### src/rtl/core/swbo_pkg.sv
`default_nettype none

package swbo_pkg;

  // Defaults for the top-level parameters
  localparam int unsigned WINDOW_DEFAULT       = 10;
  localparam int unsigned SAMPLE_WIDTH_DEFAULT = 16;

  // Fixed field widths
  localparam int unsigned POS_W       = 32;
  localparam int unsigned K_W         = 3;
  localparam int unsigned OUT_FIELD_W = 2 + POS_W;
  localparam int unsigned OUT_TDATA_W = ((OUT_FIELD_W + 7) / 8) * 8;

  // Configuration port
  localparam int unsigned APB_DATA_W = 32;
  localparam int unsigned PADDR_W    = 3;
  localparam logic [0:0]  REG_BAND_MULT = 1'b0;
  localparam logic [K_W-1:0] BAND_MULT_RESET = 3'd2;

  localparam logic [POS_W-1:0] POS_MAX = {POS_W{1'b1}};

  // Commands from the controller to the datapath
  typedef struct packed {
    logic load_x;    // latch the accepted sample
    logic rd_old;    // read the slot about to be overwritten
    logic upd;       // update ring, sum, fill count and position
    logic issue;     // push one element into the square pipeline
    logic scale;     // form both sides of the compare
    logic cmp;       // take the decision
    logic out_load;  // move the result into the output register
  } cmd_t;

  // Status from the datapath to the controller
  typedef struct packed {
    logic fill_to_full;  // window is full once this update lands
    logic last_issue;    // current issue is the deviation term
    logic pipe_busy;     // square pipeline still holds elements
    logic out_busy;      // output register holds an untaken result
  } sts_t;

endpackage

`default_nettype wire

### src/rtl/core/sliding_window_band_outlier.sv
// Bollinger-band outlier detector over a sliding window of WINDOW samples.
// Input stream (s_axis_*): one signed sample per request in tdata.
// Output stream (m_axis_*): one result per sample: window_full, is_outlier
// and the saturating 1-based position of the sample.
// APB port: register 0 (byte address 0) holds band_multiplier k (3 bits,
// reset 2); pready is always high and reads return the register value.
// Write it only while no sample is in flight.
// Sequence: a sample is taken in the idle state. Before the window is full
// it passes through the read-old and update states and its result is
// loaded in the output state; in the cycle after that load the controller
// is idle again. With a full window the ring is swept through one shared
// squaring multiplier: WINDOW + 1 issues, a drain of the 3-stage pipeline,
// scale and compare, and then the result is loaded. A new sample is taken
// only after the last result is loaded; the single read port of the ring
// memory and the shared multiplier set this.
// Reset clears the fill count, running sum, position and all handshake
// state; ring contents are left as they are, since entries are used only
// after being written. When the receiver stalls, the result holds in the
// output register; one more sample is processed and then waits for it.
`default_nettype none

module sliding_window_band_outlier #(
  parameter int unsigned WINDOW       = swbo_pkg::WINDOW_DEFAULT,
  parameter int unsigned SAMPLE_WIDTH = swbo_pkg::SAMPLE_WIDTH_DEFAULT
) (
  input  wire logic                                     clk_i,
  input  wire logic                                     rst_ni,
  // APB configuration
  input  wire logic                                     psel,
  input  wire logic                                     penable,
  input  wire logic                                     pwrite,
  input  wire logic [swbo_pkg::PADDR_W-1:0]             paddr,
  input  wire logic [swbo_pkg::APB_DATA_W-1:0]          pwdata,
  output logic      [swbo_pkg::APB_DATA_W-1:0]          prdata,
  output logic                                          pready,
  // Sample stream
  input  wire logic                                     s_axis_tvalid,
  output logic                                          s_axis_tready,
  // tdata: sample
  input  wire logic [((SAMPLE_WIDTH + 7) / 8) * 8-1:0]  s_axis_tdata,
  // Result stream
  output logic                                          m_axis_tvalid,
  input  wire logic                                     m_axis_tready,
  // tdata: window_full, is_outlier, position[31:0]
  output logic      [swbo_pkg::OUT_TDATA_W-1:0]         m_axis_tdata
);

  import swbo_pkg::*;

  logic [K_W-1:0] band_mult_q;
  logic           cfg_wr;
  logic           cfg_hit;
  cmd_t           cmd;
  sts_t           sts;

  // Register index is the byte address divided by four
  assign cfg_hit = (paddr[PADDR_W-1:2] == REG_BAND_MULT);
  assign cfg_wr  = psel & penable & pwrite & pready;
  assign pready  = 1'b1;
  assign prdata  = cfg_hit ? APB_DATA_W'(band_mult_q) : '0;

  always_ff @(posedge clk_i or negedge rst_ni) begin
    if (!rst_ni) begin
      band_mult_q <= BAND_MULT_RESET;
    end else if (cfg_wr && cfg_hit) begin
      band_mult_q <= pwdata[K_W-1:0];
    end
  end

  // Sequence each request: update the ring, then with a full window sweep, scale and compare, then deliver
  swbo_ctrl u_ctrl (
    .clk_i      (clk_i),
    .rst_ni     (rst_ni),
    .in_valid_i (s_axis_tvalid),
    .in_ready_o (s_axis_tready),
    .sts_i      (sts),
    .cmd_o      (cmd)
  );

  // Ring memory, running sum, squaring pipeline and output register
  swbo_dp #(
    .WINDOW       (WINDOW),
    .SAMPLE_WIDTH (SAMPLE_WIDTH)
  ) u_dp (
    .clk_i       (clk_i),
    .rst_ni      (rst_ni),
    .cmd_i       (cmd),
    .sts_o       (sts),
    .band_mult_i (band_mult_q),
    .sample_i    (s_axis_tdata[SAMPLE_WIDTH-1:0]),
    .out_valid_o (m_axis_tvalid),
    .out_ready_i (m_axis_tready),
    .out_data_o  (m_axis_tdata)
  );

endmodule

`default_nettype wire

### src/rtl/core/swbo_ram.sv
`default_nettype none

module swbo_ram #(
  parameter int unsigned WIDTH = 16,
  parameter int unsigned DEPTH = 10
) (
  input  wire logic                     clk_i,
  input  wire logic                     we_i,
  input  wire logic [$clog2(DEPTH)-1:0] waddr_i,
  input  wire logic [WIDTH-1:0]         wdata_i,
  input  wire logic                     re_i,
  input  wire logic [$clog2(DEPTH)-1:0] raddr_i,
  output logic      [WIDTH-1:0]         rdata_o
);

  logic [WIDTH-1:0] mem_q [DEPTH];
  logic [WIDTH-1:0] rdata_q;

  always_ff @(posedge clk_i) begin
    if (we_i) begin
      mem_q[waddr_i] <= wdata_i;
    end
    if (re_i) begin
      rdata_q <= mem_q[raddr_i];
    end
  end

  assign rdata_o = rdata_q;

endmodule

`default_nettype wire

### src/rtl/core/swbo_ctrl.sv
`default_nettype none

module swbo_ctrl (
  input  wire logic          clk_i,
  input  wire logic          rst_ni,
  input  wire logic          in_valid_i,
  output logic               in_ready_o,
  input  wire swbo_pkg::sts_t sts_i,
  output swbo_pkg::cmd_t     cmd_o
);

  import swbo_pkg::*;

  localparam logic [2:0] S_IDLE  = 3'd0;
  localparam logic [2:0] S_RDOLD = 3'd1;
  localparam logic [2:0] S_UPD   = 3'd2;
  localparam logic [2:0] S_SWEEP = 3'd3;
  localparam logic [2:0] S_DRAIN = 3'd4;
  localparam logic [2:0] S_SCALE = 3'd5;
  localparam logic [2:0] S_CMP   = 3'd6;
  localparam logic [2:0] S_OUT   = 3'd7;

  logic [2:0] state_q, state_d;

  assign in_ready_o = (state_q == S_IDLE);

  always_comb begin
    state_d = state_q;
    cmd_o   = '0;
    case (state_q)
      S_IDLE: begin
        if (in_valid_i) begin
          cmd_o.load_x = 1'b1;
          state_d      = S_RDOLD;
        end
      end
      S_RDOLD: begin
        cmd_o.rd_old = 1'b1;
        state_d      = S_UPD;
      end
      S_UPD: begin
        cmd_o.upd = 1'b1;
        state_d   = sts_i.fill_to_full ? S_SWEEP : S_OUT;
      end
      S_SWEEP: begin
        cmd_o.issue = 1'b1;
        if (sts_i.last_issue) begin
          state_d = S_DRAIN;
        end
      end
      S_DRAIN: begin
        if (!sts_i.pipe_busy) begin
          state_d = S_SCALE;
        end
      end
      S_SCALE: begin
        cmd_o.scale = 1'b1;
        state_d     = S_CMP;
      end
      S_CMP: begin
        cmd_o.cmp = 1'b1;
        state_d   = S_OUT;
      end
      S_OUT: begin
        if (!sts_i.out_busy) begin
          cmd_o.out_load = 1'b1;
          state_d        = S_IDLE;
        end
      end
      default: begin
        state_d = S_IDLE;
      end
    endcase
  end

  always_ff @(posedge clk_i or negedge rst_ni) begin
    if (!rst_ni) begin
      state_q <= S_IDLE;
    end else begin
      state_q <= state_d;
    end
  end

endmodule

`default_nettype wire

### src/rtl/core/swbo_dp.sv
`default_nettype none

module swbo_dp #(
  parameter int unsigned WINDOW       = swbo_pkg::WINDOW_DEFAULT,
  parameter int unsigned SAMPLE_WIDTH = swbo_pkg::SAMPLE_WIDTH_DEFAULT
) (
  input  wire logic                             clk_i,
  input  wire logic                             rst_ni,
  input  wire swbo_pkg::cmd_t                   cmd_i,
  output swbo_pkg::sts_t                        sts_o,
  input  wire logic [swbo_pkg::K_W-1:0]         band_mult_i,
  input  wire logic [SAMPLE_WIDTH-1:0]          sample_i,
  output logic                                  out_valid_o,
  input  wire logic                             out_ready_i,
  output logic      [swbo_pkg::OUT_TDATA_W-1:0] out_data_o
);

  import swbo_pkg::*;

  localparam int unsigned AW   = $clog2(WINDOW);
  localparam int unsigned FW   = $clog2(WINDOW + 1);
  localparam int unsigned SUMW = SAMPLE_WIDTH + $clog2(WINDOW);
  localparam int unsigned DW   = SUMW + 1;
  localparam int unsigned MW   = SUMW;
  localparam int unsigned SQW  = 2 * MW;
  localparam int unsigned ACW  = SQW + $clog2(WINDOW);
  localparam int unsigned KSW  = 2 * K_W;
  localparam int unsigned RHW  = ACW + KSW;

  localparam logic signed [DW-1:0] NS       = DW'(WINDOW);
  localparam logic [FW-1:0]        FILL_MAX = FW'(WINDOW);
  localparam logic [FW-1:0]        FILL_PRE = FW'(WINDOW - 1);
  localparam logic [AW-1:0]        SLOT_MAX = AW'(WINDOW - 1);
  localparam logic [RHW-1:0]       NM1      = RHW'(WINDOW - 1);

  logic signed [SAMPLE_WIDTH-1:0] x_q;
  logic [FW-1:0]                  fill_q;
  logic [AW-1:0]                  wslot_q;
  logic signed [SUMW-1:0]         sum_q;
  logic [POS_W-1:0]               pos_q;
  logic [FW-1:0]                  cnt_q;
  logic                           p1_q, p2_q, p3_q;
  logic                           d1_q, d2_q, d3_q;
  logic [MW-1:0]                  mag_q;
  logic [SQW-1:0]                 sq_q;
  logic [ACW-1:0]                 acc_q;
  logic [SQW-1:0]                 dsq_q;
  logic [KSW-1:0]                 k2_q;
  logic [RHW-1:0]                 lhs_q, rhs_q;
  logic                           full_q, outl_q;
  logic                           oval_q;
  logic [OUT_FIELD_W-1:0]         odata_q;

  logic [SAMPLE_WIDTH-1:0]        ram_rdata;
  logic signed [SAMPLE_WIDTH-1:0] old_s;
  logic                           win_full;
  logic                           last_issue;
  logic                           ram_re;
  logic [AW-1:0]                  ram_raddr;
  logic signed [SUMW-1:0]         old_term;
  logic signed [DW-1:0]           v_mem, v_dev, v_sel, v_abs;

  assign win_full   = (fill_q == FILL_MAX);
  assign last_issue = (cnt_q == FILL_MAX);
  assign ram_re     = cmd_i.rd_old | (cmd_i.issue & ~last_issue);
  assign ram_raddr  = cmd_i.rd_old ? wslot_q : cnt_q[AW-1:0];
  assign old_s      = $signed(ram_rdata);
  assign old_term   = win_full ? SUMW'(old_s) : '0;

  swbo_ram #(
    .WIDTH (SAMPLE_WIDTH),
    .DEPTH (WINDOW)
  ) u_ring (
    .clk_i   (clk_i),
    .we_i    (cmd_i.upd),
    .waddr_i (wslot_q),
    .wdata_i (x_q),
    .re_i    (ram_re),
    .raddr_i (ram_raddr),
    .rdata_o (ram_rdata)
  );

  // Element deviation (sum - N*x_j) or sample deviation (N*x - sum)
  always_comb begin
    v_mem = DW'(sum_q) - DW'(old_s) * NS;
    v_dev = DW'(x_q) * NS - DW'(sum_q);
    v_sel = d1_q ? v_dev : v_mem;
    v_abs = v_sel[DW-1] ? -v_sel : v_sel;
  end

  always_ff @(posedge clk_i) begin
    if (cmd_i.load_x) begin
      x_q <= $signed(sample_i);
    end
    mag_q <= MW'(v_abs);
    sq_q  <= SQW'(mag_q) * SQW'(mag_q);
    k2_q  <= KSW'(band_mult_i) * KSW'(band_mult_i);
    if (cmd_i.upd) begin
      acc_q <= '0;
    end else if (p3_q && !d3_q) begin
      acc_q <= acc_q + ACW'(sq_q);
    end
    if (p3_q && d3_q) begin
      dsq_q <= sq_q;
    end
    if (cmd_i.scale) begin
      lhs_q <= RHW'(dsq_q) * NM1;
      rhs_q <= RHW'(acc_q) * RHW'(k2_q);
    end
    if (cmd_i.upd) begin
      full_q <= win_full | (fill_q == FILL_PRE);
      outl_q <= 1'b0;
    end else if (cmd_i.cmp) begin
      outl_q <= (lhs_q > rhs_q);
    end
    if (cmd_i.out_load) begin
      odata_q <= {pos_q, outl_q, full_q};
    end
  end

  always_ff @(posedge clk_i or negedge rst_ni) begin
    if (!rst_ni) begin
      fill_q  <= '0;
      wslot_q <= '0;
      sum_q   <= '0;
      pos_q   <= '0;
      cnt_q   <= '0;
      p1_q    <= 1'b0;
      p2_q    <= 1'b0;
      p3_q    <= 1'b0;
      d1_q    <= 1'b0;
      d2_q    <= 1'b0;
      d3_q    <= 1'b0;
      oval_q  <= 1'b0;
    end else begin
      if (cmd_i.upd) begin
        sum_q   <= sum_q - old_term + SUMW'(x_q);
        wslot_q <= (wslot_q == SLOT_MAX) ? '0 : wslot_q + 1'b1;
        if (!win_full) begin
          fill_q <= fill_q + 1'b1;
        end
        if (pos_q != POS_MAX) begin
          pos_q <= pos_q + 1'b1;
        end
        cnt_q <= '0;
      end else if (cmd_i.issue) begin
        cnt_q <= cnt_q + 1'b1;
      end
      p1_q <= cmd_i.issue;
      d1_q <= cmd_i.issue & last_issue;
      p2_q <= p1_q;
      d2_q <= d1_q;
      p3_q <= p2_q;
      d3_q <= d2_q;
      if (cmd_i.out_load) begin
        oval_q <= 1'b1;
      end else if (out_ready_i) begin
        oval_q <= 1'b0;
      end
    end
  end

  assign sts_o.fill_to_full = win_full | (fill_q == FILL_PRE);
  assign sts_o.last_issue   = last_issue;
  assign sts_o.pipe_busy    = p1_q | p2_q | p3_q;
  assign sts_o.out_busy     = oval_q & ~out_ready_i;

  assign out_valid_o = oval_q;
  assign out_data_o  = {{(OUT_TDATA_W - OUT_FIELD_W){1'b0}}, odata_q};

endmodule

`default_nettype wire
### config.mk
export PLATFORM = sky130hd
export DESIGN_NAME = sliding_window_band_outlier
export DESIGN_NICKNAME = d
export VERILOG_FILES = /design/src/rtl/core/swbo_pkg.sv /design/src/rtl/core/sliding_window_band_outlier.sv /design/src/rtl/core/swbo_ram.sv /design/src/rtl/core/swbo_ctrl.sv /design/src/rtl/core/swbo_dp.sv
export SDC_FILE = /design/constraint.sdc
export NUM_CORES = 2
export LEC_CHECK = 0
export BUFFER_PORTS_ARGS = -buffer_cell sky130_fd_sc_hd__buf_2
export CORE_ASPECT_RATIO = 2
export CORE_MARGIN = 3
export CORE_UTILIZATION = 30
export DETAILED_ROUTE_END_ITERATION = 8
export PLACE_DENSITY = 0.55
export SYNTH_ARGS = -nofsm -noshare
export SYNTH_HDL_FRONTEND = slang
export SYNTH_SLANG_ARGS = --single-unit
### constraint.sdc
create_clock -name clk_i -period 7.9 [get_ports clk_i]
set_input_delay 1.58 -clock clk_i [delete_from_list [all_inputs] [get_ports clk_i]]
set_output_delay 1.58 -clock clk_i [all_outputs]
set_load 0.05 [all_outputs]
## After elaboration in Yosys (flattened, before gate mapping)

Memory sizes are Yosys's and may differ from the RTL's. A register that Yosys moved wholly into a read port is not among the register bits.
Index checks and enable logic that the tools add are counted.

- Register bits: 373
- RAM bits: 160
- Input port bits: 58
- Output and inout port bits: 75
- Word-level logic and storage cells: 109
- Memories: 1

Memories:

| memory | words | bits a word | rd ports | clocked after memory_dff | wr ports | RTL line | text |
|---|---|---|---|---|---|---|---|
| u_dp.u_ring.mem_q | 10 | 16 | 1 | 1 | 1 | swbo_ram.sv:16 | `logic [WIDTH-1:0] mem_q [DEPTH];` |

- Add/sub/neg operators: 10
- Multipliers: 6
- $lt $le $gt $ge: 1
- Equal/unequal tests: 16
- Multiplexer cells: 27
- Bitwise logic cells: 13
- Reductions and logical operators: 10

Operators by type and width:

| cell | number |
|---|---|
| > comparator 44 x 50 -> 1 bit | 1 |
| multiplier 44 x 6 -> 50 bit | 1 |
| adder 44 x 40 -> 44 bit | 1 |
| multiplier 40 x 4 -> 44 bit (second input constant) | 1 |
| multiplier 16 x 4 -> 20 bit (second input constant) | 2 |
| multiplier 20 x 20 -> 40 bit | 1 |
| 2-to-1 mux 20 bit | 2 |
| adder 32 x 1 -> 32 bit (second input constant) | 1 |
| inequality test 32 bit (second input constant) | 1 |
| case mux 3 bit (8 select lines) | 1 |
| 2-to-1 mux 21 bit | 1 |
| subtractor 20 x 21 -> 21 bit | 1 |
| subtractor 21 x 20 -> 21 bit | 1 |
| adder 20 x 16 -> 20 bit | 1 |
| negator 20 bit | 1 |
| subtractor 20 bit | 1 |
| 2-to-1 mux 3 bit | 6 |
| equality test 4 bit (second input constant) | 4 |
| 2-to-1 mux 4 bit | 4 |
| 2-to-1 mux 1 bit | 13 |
| adder 4 x 1 -> 4 bit (second input constant) | 3 |
| equality test 3 bit (second input constant) | 4 |
| inequality test 2 bit (second input constant) | 4 |
| equality test 3 x 2 -> 1 bit (second input constant) | 2 |
| 11 further kinds | 25 |

## Depth between registers and ports, before layout

- Word-level depth: 5
- Gate-level depth with buffers: 30
- Depth with buffers taken out: 28

## By module

From an unflattened synthesis, not the netlist that was laid out.

- Cell total of the unflattened synthesis: 4699
- Area total of the unflattened synthesis: 48079.9 um^2

By module, submodules not included:

| module | instances | cells an instance | area an instance (um^2) |
|---|---|---|---|
| swbo_dp | 1 | 4262 | 40441.3 |
| swbo_ram | 1 | 358 | 6872.8 |
| sliding_window_band_outlier | 1 | 42 | 404.1 |
| swbo_ctrl | 1 | 37 | 361.6 |

## Worst setup path before layout

No wires, ideal clock.

- Kind: flip-flop to flip-flop
- Start point: register u_dp.mag_q[10]
- End point: register u_dp.sq_q[39]
- Arrival: 7.549 ns
- Required time: 7.782 ns
- Slack: 0.233 ns
- Cell stages (with the launch flop): 30
- Path buffers: 2
- Clock period less this slack: 7.667 ns
- Cell sequence: dfxtp_1 -> clkbuf_1 -> clkbuf_1 -> nand2_1 -> fa_1 -> inv_1 -> fa_1 -> inv_1 -> fa_1 -> inv_1 -> fa_1 -> inv_1 -> fa_1 -> inv_1 -> fa_1 -> inv_1 -> fa_1 -> inv_1 -> ha_1 -> a21o_1 -> a21o_1 -> a221o_1 -> a31o_2 -> a21o_1 -> a21oi_2 -> a31oi_1 -> a2111oi_1 -> nor3_1 -> a211o_1 -> xnor2_1

- Cells in the longest elaborated chain, start to end: 1

Ends and longest elaborated chain:

| what | RTL line | text |
|---|---|---|
| start, declared | swbo_dp.sv:44 | `logic [MW-1:0] mag_q;` |
| start signal, assigned | swbo_dp.sv:95 | `mag_q <= MW'(v_abs);` |
| multiplier 20 x 20 -> 40 bit | swbo_dp.sv:96 | `sq_q <= SQW'(mag_q) * SQW'(mag_q);` |
| end signal, assigned | swbo_dp.sv:96 |  |
| end, declared | swbo_dp.sv:45 | `logic [SQW-1:0] sq_q;` |

Every way passes these cells.
A chain may end at the register's enable or synchronous reset.

## Final worst setup path

- Start point: register u_dp.mag_q[7]
- End point: register u_dp.sq_q[39]

Same word-level chain as after synthesis.

==> reports/summary.md <==
The type of the worst min-delay path was register to register. The tools report the startpoint class of the critical path as a register. After floorplanning, the core was divided into 206 placement rows.

The fraction of the mapped netlist area in adder cells came out at 31.77%. For hold timing, the worst endpoint is u_dp.d3_q. The post-synthesis compound-gate area fraction was 11.12%. The tools report the critical path capture point type as a register.

Post-detailed-route wirelength per cell: 17.19 µm. From synthesis to final layout, the design area changed by 10.42%. Among cell families on the critical path, the largest total delay comes from adder cells. For the global-route usage over all layers, the log shows 14.55%.

In this run the most critical hold path is launched from u_dp.d2_q. The sequential cells in the finished layout cover a total of 14890 µm². Of all nets on the critical path, the largest fanout is 9. The initial antenna violation count is 2, and the met3 wire length is 1902 µm. In this run the count of I/O pins placed on the die edge is 133.

The tools report the violation count after the first detailed-routing iteration as 803. Sorting the synthesized cells by how often they occur yields 708 x sky130_fd_sc_hd__inv_1, 533 x sky130_fd_sc_hd__ha_1, 427 x sky130_fd_sc_hd__fa_1. The most common cell in the synthesized netlist is sky130_fd_sc_hd__inv_1.

At the pin with the least slew margin, the transition time is 1.107 ns. Timing would allow up to 132.0 MHz. Summed over all nets, the half-perimeter wirelength after detailed placement is 99200 µm.

Hold repair after CTS inserted 0 buffers. The cell that appears most often on the critical path is sky130_fd_sc_hd__fa_1. In this run the remaining antenna-violating nets after routing total 0.

Buffers inserted during clock tree synthesis total 50. The flow ran to the end, and the final reports show no timing, DRC or antenna violations. The share of the yosys chip area belonging to registers was 31.09%; the worst slack at placement was 0.07994 ns. The worst setup margin came out at 0.3250 ns. The clock slew at the register clock pins of the worst setup and hold paths is 0.06 ns.

For the number of max-capacitance violations reported, the log shows 0. The tools report the final-layout fill cell count as 16.12k. The remaining global-route overflow is 0.

The worst hold path passes through 0 cells. The share of synthesized area spent on multiplexers was 2.288%; the starting density of the core was 30.31%. The region available for standard cell placement spans 158000 µm².

The worst slew margin relative to its limit is 25.39%. After layout, the minimum clock period comes to 7.575 ns. The multi-input combinational cell area was 29860 µm². The vias after detailed routing was 32.89k; the final total negative setup slack was 0 ns. The cell area that synthesis handed to floorplanning was 47900 µm².

For the worst setup path, the data arrival time is 8.15 ns. The hold violation count in the final report was 0. The clock reaches the later pin of the worst-skew pair after 0.69 ns. The worst register-to-register path begins at u_dp.mag_q[7]. The final-layout worst hold slack was 0.3500 ns; the number of register bits inferred by synthesis was 545. The first global-routing pass estimated 188500 µm of wire. Measured in cells, the most critical reg-to-reg path has a length of 27. The clock arrives with 0.06533 ns of skew. During placement, the flow inserted port buffers numbering 65. The highest metal layer carrying signal wires in the routed design is met4. No sink is reached through more buffers than the 3 on the longest clock path.

Routability-driven placement finished with a final weighted congestion of 0.8571. The critical path class is register to register. Counting flops with an async set or reset pin after synthesis yields a share of 14.13%.

The post-detailed-route via-to-cell ratio came out at 4.765. During synthesis, Yosys emitted a total of 0 warnings. The number of global-route vias before repair is 36.46k. The clock tree synthesis step divided the H-tree into 2 levels. In this run, distinct cell masters in the synthesized netlist total 86.

Average instance area after synthesis: 10.26 µm². The cell chosen for the clock root is sky130_fd_sc_hd__clkbuf_16. The setup slack of the worst register-to-register path is 0.32 ns, and the required arrival time at the worst endpoint is 8.48 ns. Sorting the synthesized cells by area gives the leading types as sky130_fd_sc_hd__edfxtp_1 23%, sky130_fd_sc_hd__fa_1 18%, sky130_fd_sc_hd__ha_1 14%, sky130_fd_sc_hd__inv_1 5.5%, sky130_fd_sc_hd__dfxtp_1 4.6%. Setup repair after global routing left no endpoint under its margin. Before antenna repair, the detailed router went through 5 iterations. Wire segments on met2 add up to 72660 µm in the final route.

The final wirelength was 118600 µm; the buffers plus inverters on the worst setup path was 5. Setup violations remaining at the end of the flow were counted as 0. The vertical die dimension works out to 571.1 µm.

Entering global routing, the biggest net connects 78 pins. In this run the biggest area consumer among cell types represents 22.51% of the synthesized area. CTS saw 545 sinks.

The die covers 164800 µm². For this run, the leading register cell type out of synthesis is sky130_fd_sc_hd__edfxtp_1. Of the cells placed in the final design, the portion with a size suffix greater than 1 is 7.241%. The detailed-route wire length on metal 1 came out at 36640 µm.

In this run the horizontal extent of the chip is 288.5 µm. Count of flip-flops with a built-in enable after synthesis: 359. Of the total synthesized cell area, the portion taken by XOR and XNOR cells is 5.193%.

The net count of the finished layout is 5796. After layout, the worst path uses 95.89% of the clock period. The final-report max-slew violation count was 0. The cell count after synthesis came out at 4669. TritonCTS built the clock tree. For this run, the slowest stage of the critical path takes 0.64 ns. On the critical path, the stage with the largest delay is an instance of sky130_fd_sc_hd__dfxtp_1. The detailed-route DRC error count is 0, and the share of synthesized cell area in and, or, nand and nor gates is 11.45%.

The tools report the worst reg2reg path endpoint as u_dp.sq_q[39]. The largest family of logic cells by synthesized area was adder cells. The synthesized design spends more area on one cell type than any other, namely sky130_fd_sc_hd__edfxtp_1.
## cell type report
class | instances | area share [%]
multi-input combinational | 3296 | 56.46
sequential | 545 | 28.16
inverter | 708 | 5.025
tap | 2080 | 4.921
clock buffer | 66 | 2.598
timing repair buffer | 177 | 2.210
clock inverter | 28 | 0.6246
antenna | 2 | 0.009463
## registers in the layout, indices dropped and copies added, names as in the netlist, 32 cells and up
| name | flops |
|---|---|
| u_dp.dsq_q | 39 |
| u_dp.acc_q | 44 |
| u_dp.pos_q | 32 |
| u_dp.lhs_q | 43 |
| u_dp.u_ring.mem_q | 160 |
| u_dp.sq_q | 39 |
| u_dp.odata_q | 34 |
| u_dp.rhs_q | 50 |
## repair_timing
| action | in CTS | in global routing |
|---|---|---|
| endpoints found under the setup margin | 0 | 1 |
| gates resized for setup | 0 | 2 |
| setup buffers | 0 | 0 |
## metal layers
metal,vias up,track usage (%)
met4,0,8.226
met3,288,0.9526
met1,16240,11.99
li1,15900,-
met2,456,32.06
met5,-,0
## cells by family after synthesis
group	count (synthesis)
adder cells (fa/ha/maj)	960
buffers and inverters	863
AND/OR/NAND/NOR	1119
flip-flops	545
AO/OA/AOI/OAI	828
XOR/XNOR	284
other	2
multiplexers	68
## how the worst max path moves through the flow
stage                        start       endpoint  cells after the start
floorplan           u_dp.mag_q[10]  u_dp.sq_q[39]                     29
global placement     u_dp.mag_q[3]  u_dp.sq_q[39]                     28
detailed placement   u_dp.mag_q[3]  u_dp.sq_q[39]                     28
CTS                  u_dp.mag_q[7]  u_dp.sq_q[39]                     27
global route         u_dp.mag_q[2]  u_dp.sq_q[39]                     27
finish               u_dp.mag_q[7]  u_dp.sq_q[39]                     27
## placed cells by master, fill, tap and decap left out, types with 18 or more instances in the layout
master / count
sky130_fd_sc_hd__inv_1: 708
sky130_fd_sc_hd__ha_1: 533
sky130_fd_sc_hd__fa_1: 427
sky130_fd_sc_hd__nand2_1: 414
sky130_fd_sc_hd__edfxtp_1: 359
sky130_fd_sc_hd__a21oi_1: 260
sky130_fd_sc_hd__xnor2_1: 194
sky130_fd_sc_hd__and2_1: 186
sky130_fd_sc_hd__nor2_1: 167
sky130_fd_sc_hd__a21o_1: 143
sky130_fd_sc_hd__o21ai_0: 119
sky130_fd_sc_hd__buf_4: 113
sky130_fd_sc_hd__dfxtp_1: 108
sky130_fd_sc_hd__xor2_1: 90
sky130_fd_sc_hd__dfrtp_1: 76
sky130_fd_sc_hd__buf_2: 64
sky130_fd_sc_hd__nand3_1: 63
sky130_fd_sc_hd__clkbuf_16: 52
sky130_fd_sc_hd__nor2b_1: 51
sky130_fd_sc_hd__and3_1: 46
sky130_fd_sc_hd__a211oi_1: 44
sky130_fd_sc_hd__o21a_1: 40
sky130_fd_sc_hd__conb_1: 37
sky130_fd_sc_hd__nand4_1: 36
sky130_fd_sc_hd__nor3_1: 36
sky130_fd_sc_hd__o21bai_1: 36
sky130_fd_sc_hd__nand2b_1: 35
sky130_fd_sc_hd__mux4_2: 32
sky130_fd_sc_hd__a31oi_1: 27
sky130_fd_sc_hd__mux2i_1: 25
sky130_fd_sc_hd__o21ai_1: 20
sky130_fd_sc_hd__or3_1: 20
sky130_fd_sc_hd__o211ai_1: 18
## per-stage QoR
stage / utilization [%] / instance area (µm²) / std cells
floorplan: - / 48030 / 4704
global placement: 32.38 / 51170 / 6806
detailed placement: 32.38 / 51170 / 6806
CTS: 33.46 / 52870 / 6900
global route: 33.47 / 52880 / 6901
finish: 33.47 / 52890 / 6902
Power is left out: the tool's default activity adds up to more than one toggle a clock period on the data nets, which glitch-free logic cannot reach.
